`config.mk`:
```
export PLATFORM = sky130hd
export DESIGN_NAME = apt_ctrl
export DESIGN_NICKNAME = d
export VERILOG_FILES = /design/src/hw/rtl/apt_pkg.sv /design/src/hw/rtl/apt_ctrl.sv
export SDC_FILE = /design/constraint.sdc
export NUM_CORES = 1
export LEC_CHECK = 0
export BUFFER_PORTS_ARGS = -buffer_cell sky130_fd_sc_hd__buf_2
export CORE_AREA = 2 2 39 41
export CTS_CLUSTER_DIAMETER = 100
export DETAILED_ROUTE_END_ITERATION = 6
export DIE_AREA = 0 0 41 43
export PLACE_DENSITY = 0.35
export SETUP_SLACK_MARGIN = 0.15
export SLEW_MARGIN = 20
export SYNTH_ARGS = -nofsm -noshare
export SYNTH_HDL_FRONTEND = slang
export SYNTH_SLANG_ARGS = --single-unit
```
`constraint.sdc`:
```
create_clock -name clk -period 1.63 [get_ports clk]
set_clock_uncertainty 0.2 [all_clocks]
set_input_delay 0.326 -clock clk [delete_from_list [all_inputs] [get_ports clk]]
set_output_delay 0.326 -clock clk [all_outputs]
set_load 0.01 [all_outputs]
```
`src/hw/rtl/apt_pkg.sv`:
```
package apt_pkg;

  // default table depth
  localparam int TABLE_ENTRIES_DEF = 128;

  localparam int MAC_W  = 48;
  localparam int TIME_W = 32;
  localparam int HITS_W = 16;
  localparam int SIG_W  = 8;
  localparam int CHAN_W = 8;
  localparam int SEC_W  = 3;

  localparam logic [HITS_W-1:0] HITS_MAX = '1;
  localparam logic [SEC_W-1:0]  SEC_NOT_GIVEN = '0;

  // input word kinds (in_tuser)
  localparam logic KIND_OBSERVE = 1'b0;
  localparam logic KIND_CLEAR   = 1'b1;

  // stream widths
  localparam int IN_DATA_W  = 104;
  localparam int OUT_DATA_W = 32;
  localparam int OUT_USER_W = 2;

  // one stored table entry
  typedef struct packed {
    logic [MAC_W-1:0]  mac;
    logic [TIME_W-1:0] seen;
    logic [HITS_W-1:0] hits;
    logic [SIG_W-1:0]  sig;
    logic [CHAN_W-1:0] chan;
    logic [SEC_W-1:0]  sec;
    logic              named;
  } ent_t;

  localparam int ENT_W = $bits(ent_t);

  // controller to datapath
  typedef struct packed {
    logic load;
    logic scan;
    logic commit;
  } cmd_t;

  // datapath to controller
  typedef struct packed {
    logic scan_done;
    logic out_free;
  } sts_t;

endpackage

```
`src/hw/rtl/apt_ctrl.sv`:
```
module apt_ctrl
  import apt_pkg::*;
(
  input  logic clk,
  input  logic rst_n,
  input  logic in_tvalid,
  output logic in_tready,
  input  sts_t sts,
  output cmd_t cmd
);

  typedef enum logic [2:0] {
    ST_IDLE   = 3'b001,
    ST_SCAN   = 3'b010,
    ST_FINISH = 3'b100
  } state_t;

  state_t state_r, state_nxt;

  // next state
  always_comb begin
    state_nxt = state_r;
    unique case (state_r)
      ST_IDLE: begin
        if (in_tvalid) state_nxt = ST_SCAN;
      end
      ST_SCAN: begin
        if (sts.scan_done) state_nxt = ST_FINISH;
      end
      ST_FINISH: begin
        if (sts.out_free) state_nxt = ST_IDLE;
      end
      default: state_nxt = ST_IDLE;
    endcase
  end

  always_ff @(posedge clk) begin
    if (!rst_n) begin
      state_r <= ST_IDLE;
    end else begin
      state_r <= state_nxt;
    end
  end

  // commands
  assign in_tready  = (state_r == ST_IDLE);
  assign cmd.load   = (state_r == ST_IDLE) && in_tvalid;
  assign cmd.scan   = (state_r == ST_SCAN);
  assign cmd.commit = (state_r == ST_FINISH) && sts.out_free;

  a_commit_after_scan: assert property (@(posedge clk) disable iff (!rst_n)
    cmd.commit |-> $past(state_r) == ST_SCAN || $past(state_r) == ST_FINISH)
    else $error("commit without a finished scan");

  a_load_starts_scan: assert property (@(posedge clk) disable iff (!rst_n)
    cmd.load |=> state_r == ST_SCAN)
    else $error("accepted word did not start a scan");

endmodule

```
==> summary.md <==
| Metric | Value |
|---|---|
| Area delta synth->final | 52.53% |
| Syn_area_per_cell | 8.595 µm² |
| Worst Max-Slew Pin Slew | 204.5 ps |
| Mapped cell area | 197.7 µm² |
| WP buf/inv | 1 |
| Total number of vias | 212 |
| Worst hold path type | in -> reg |
| Hold Crit Depth | 2 |
| Status | finished clean |
| Clk Latency, worst-skew pair | approximately 240 ps |
| Post-Syn Nets | 28 |
| Warnings from Yosys | 0 |
| Top Registers | state_r: 3 flops |
| Cell internal pwr | 192.9 µW |
| Number of I/O pins | 9 |
| Residual DRC | 0 |
| GRT Util Overall | 0.08216 |
| Detailed Route WL | between 500 and 600 µm |
| Critical path depth in cells | 3 |
| Tot Pwr | 265.3 µW |
| CORE AREA | 1384 µm² |
| Worst EP arrival | ~1000 ps |
| #FFs+latches synth | 3 |
| Reg2reg path depth | 3 |
| Maxcap violations | 0 |
| Share of cells above drive strength 1 | 0.4857 |
| Setup WS post-layout | just under 90 ps |
| Nets | 41 |
| Pin count of the biggest net entering global routing | 10 |
| Fin. max-slew vios | 0 |
| Worst Path Required | between 1000 and 1500 ps |
| Leak pwr | 0.1158 nW |
| Clock Sink Count | 3 |
| Clock Path Buffers | 2 |
| Net Sw Frac | 0.2730 |
| Hold Fails Final Rpt | 0 |
| H-tree depth | 1 |
| Final ANT Viol Nets | 0 |
| Power per Cell Area | 879.8 nW/µm² |
| Largest register by flop count | state_r |
| CTS tree | built |
| Num rows | 14 |
| Endpoints failing setup | 0 |
| Crit path launch type | register |
| Post-synth cell types | 14 |
| RSZ-0062 raised after global routing | yes |
| Class of the most critical setup path | reg -> out |
| Drt via density | 4.157 |
| Period utilization | 0.9465 |
| Initial antenna violation count | 0 |
| Width of the die | 41 µm |
| Setup TNS | 0 ps |
| Clk slew on worst S/H paths | 40 ps |
| Die area | around 1800 µm² |
| Post-synthesis sequential area ratio | 0.3038 |
| Ant. Diodes | 0 |
| Dpl ws | 230.1 ps |
| Power share of the combinational group | 0.174 |
| Most frequent cells in the layout | 8 x buf_2, 3 x clkbuf_4, 3 x dfxtp_4 |
| Net Sw Power | 72.44 µW |
| Vias in the first global route | 193 |
| Max reg flops | 3 |
| CP peak stage delay | around 350 ps |
| Iteration-0 DRC count of the detailed router | 5 |
| Most common cell after layout, fill and taps aside | buf_2 |
| Final Critical Period | roughly 1500 ps |
| Maximum VDD drop | 0.2616 mV |
| WHS | 124.5 ps |
| Initial Utilization | 0.1429 |
| Pre-antenna DRT Iters | 3 |
| Worst slew margin | 0.8637 |
| Num CTS Buffers | 3 |
| Reg-to-reg slack, setup | approximately 290 ps |
| Sequential share of power | 0.321 |
| Die H | 43 µm |
| Slowest CP cell | dfxtp_4 |
| Cells after Synth | 23 |
| Cell family with most CP delay | flip-flops |
| Drt wl/cell | 11.59 µm |
| CP Max Fanout | 6 |
| CTS root buf | clkbuf_4 |
| Grt total ovfl | 0 |
| Final GP Congestion | between 0.7 and 0.8 |
| Clock power share | 0.505 |
| Setup crit end kind | primary output |
| Max Freq | 648.1 MHz |
| Crit-path cells | nand2b_4, nor3b_2, buf_2 |
| I/O Buffers | 8 |
| First-pass GRT wire length | 883 µm |
## metrics by stage
step                instance area (µm²)  cells  utilization
global route                      301.5     51       0.2179
detailed placement                239.0     45       0.1727
CTS                               299.0     51       0.2161
floorplan                         197.7     23            -
finish                            301.5     51       0.2179
global placement                  239.0     45       0.1727
## timing repair
item,in CTS,in global routing
endpoints found under the setup margin,4,4
setup buffers,2,0
gates resized for setup,8,1
pin swaps,1,1
hold endpoints to repair,0,0
hold buffers,0,0
## cell type report
cell class,count,area [µm²]
fillers,158,1082
multi-input cells,18,136.4
clock buffers,4,26.28
well taps,16,20.02
repair buffers,10,47.55
flip-flops and latches,3,71.32
## power by group through the flow
stage / clock network, mW / registers (mW) / logic, mW
after floorplan: 0 / 0.0812 / 0.0350
after global placement: 0 / 0.0894 / 0.0372
after detailed placement: 0 / 0.0892 / 0.0370
after CTS: 0.139 / 0.0862 / 0.0456
after global routing: 0.143 / 0.0861 / 0.0494
final: 0.134 / 0.0853 / 0.0460
## logic make-up after synthesis
group,synth area share
buffers and inverters,0.09495
AND/OR/NAND/NOR,0.4366
flip-flops,0.3038
AO/OA/AOI/OAI,0.1646
## layer usage
layer,GRT usage,share of wire
met4,0.1000,0.012
met3,0.03141,0.041
met5,0,0
met2,0.09688,0.50
met1,0.09585,0.45
## worst register-to-register path, stage by stage, from the launching register on
cell and delay, ps:
dfxtp_4 370, buf_1 190, or3b_1 360, a21oi_1 140
## worst paths after layout
kind	from	end
worst max-delay path	state_r[1]	cmd[0]
worst min register to register	state_r[1]	state_r[2]
worst max register to register	state_r[1]	state_r[1]
worst min-delay path	rst_n	state_r[0]
## cell usage after synthesis
cell	count	area (µm²)
o2111ai_1	1	8.760
o21ai_0	1	5.000
nor3_1	1	5.000
a21oi_1	2	10.01
nor3b_1	3	22.52
nor2_1	1	3.750
buf_4	1	7.510
nand2b_1	3	18.77
or3b_1	2	17.52
nand2_1	1	3.750
nand3b_1	2	15.01
dfxtp_1	3	60.06
a211o_1	1	8.760
buf_6	1	11.26
Note: power is estimated with default switching activity, not from simulation.
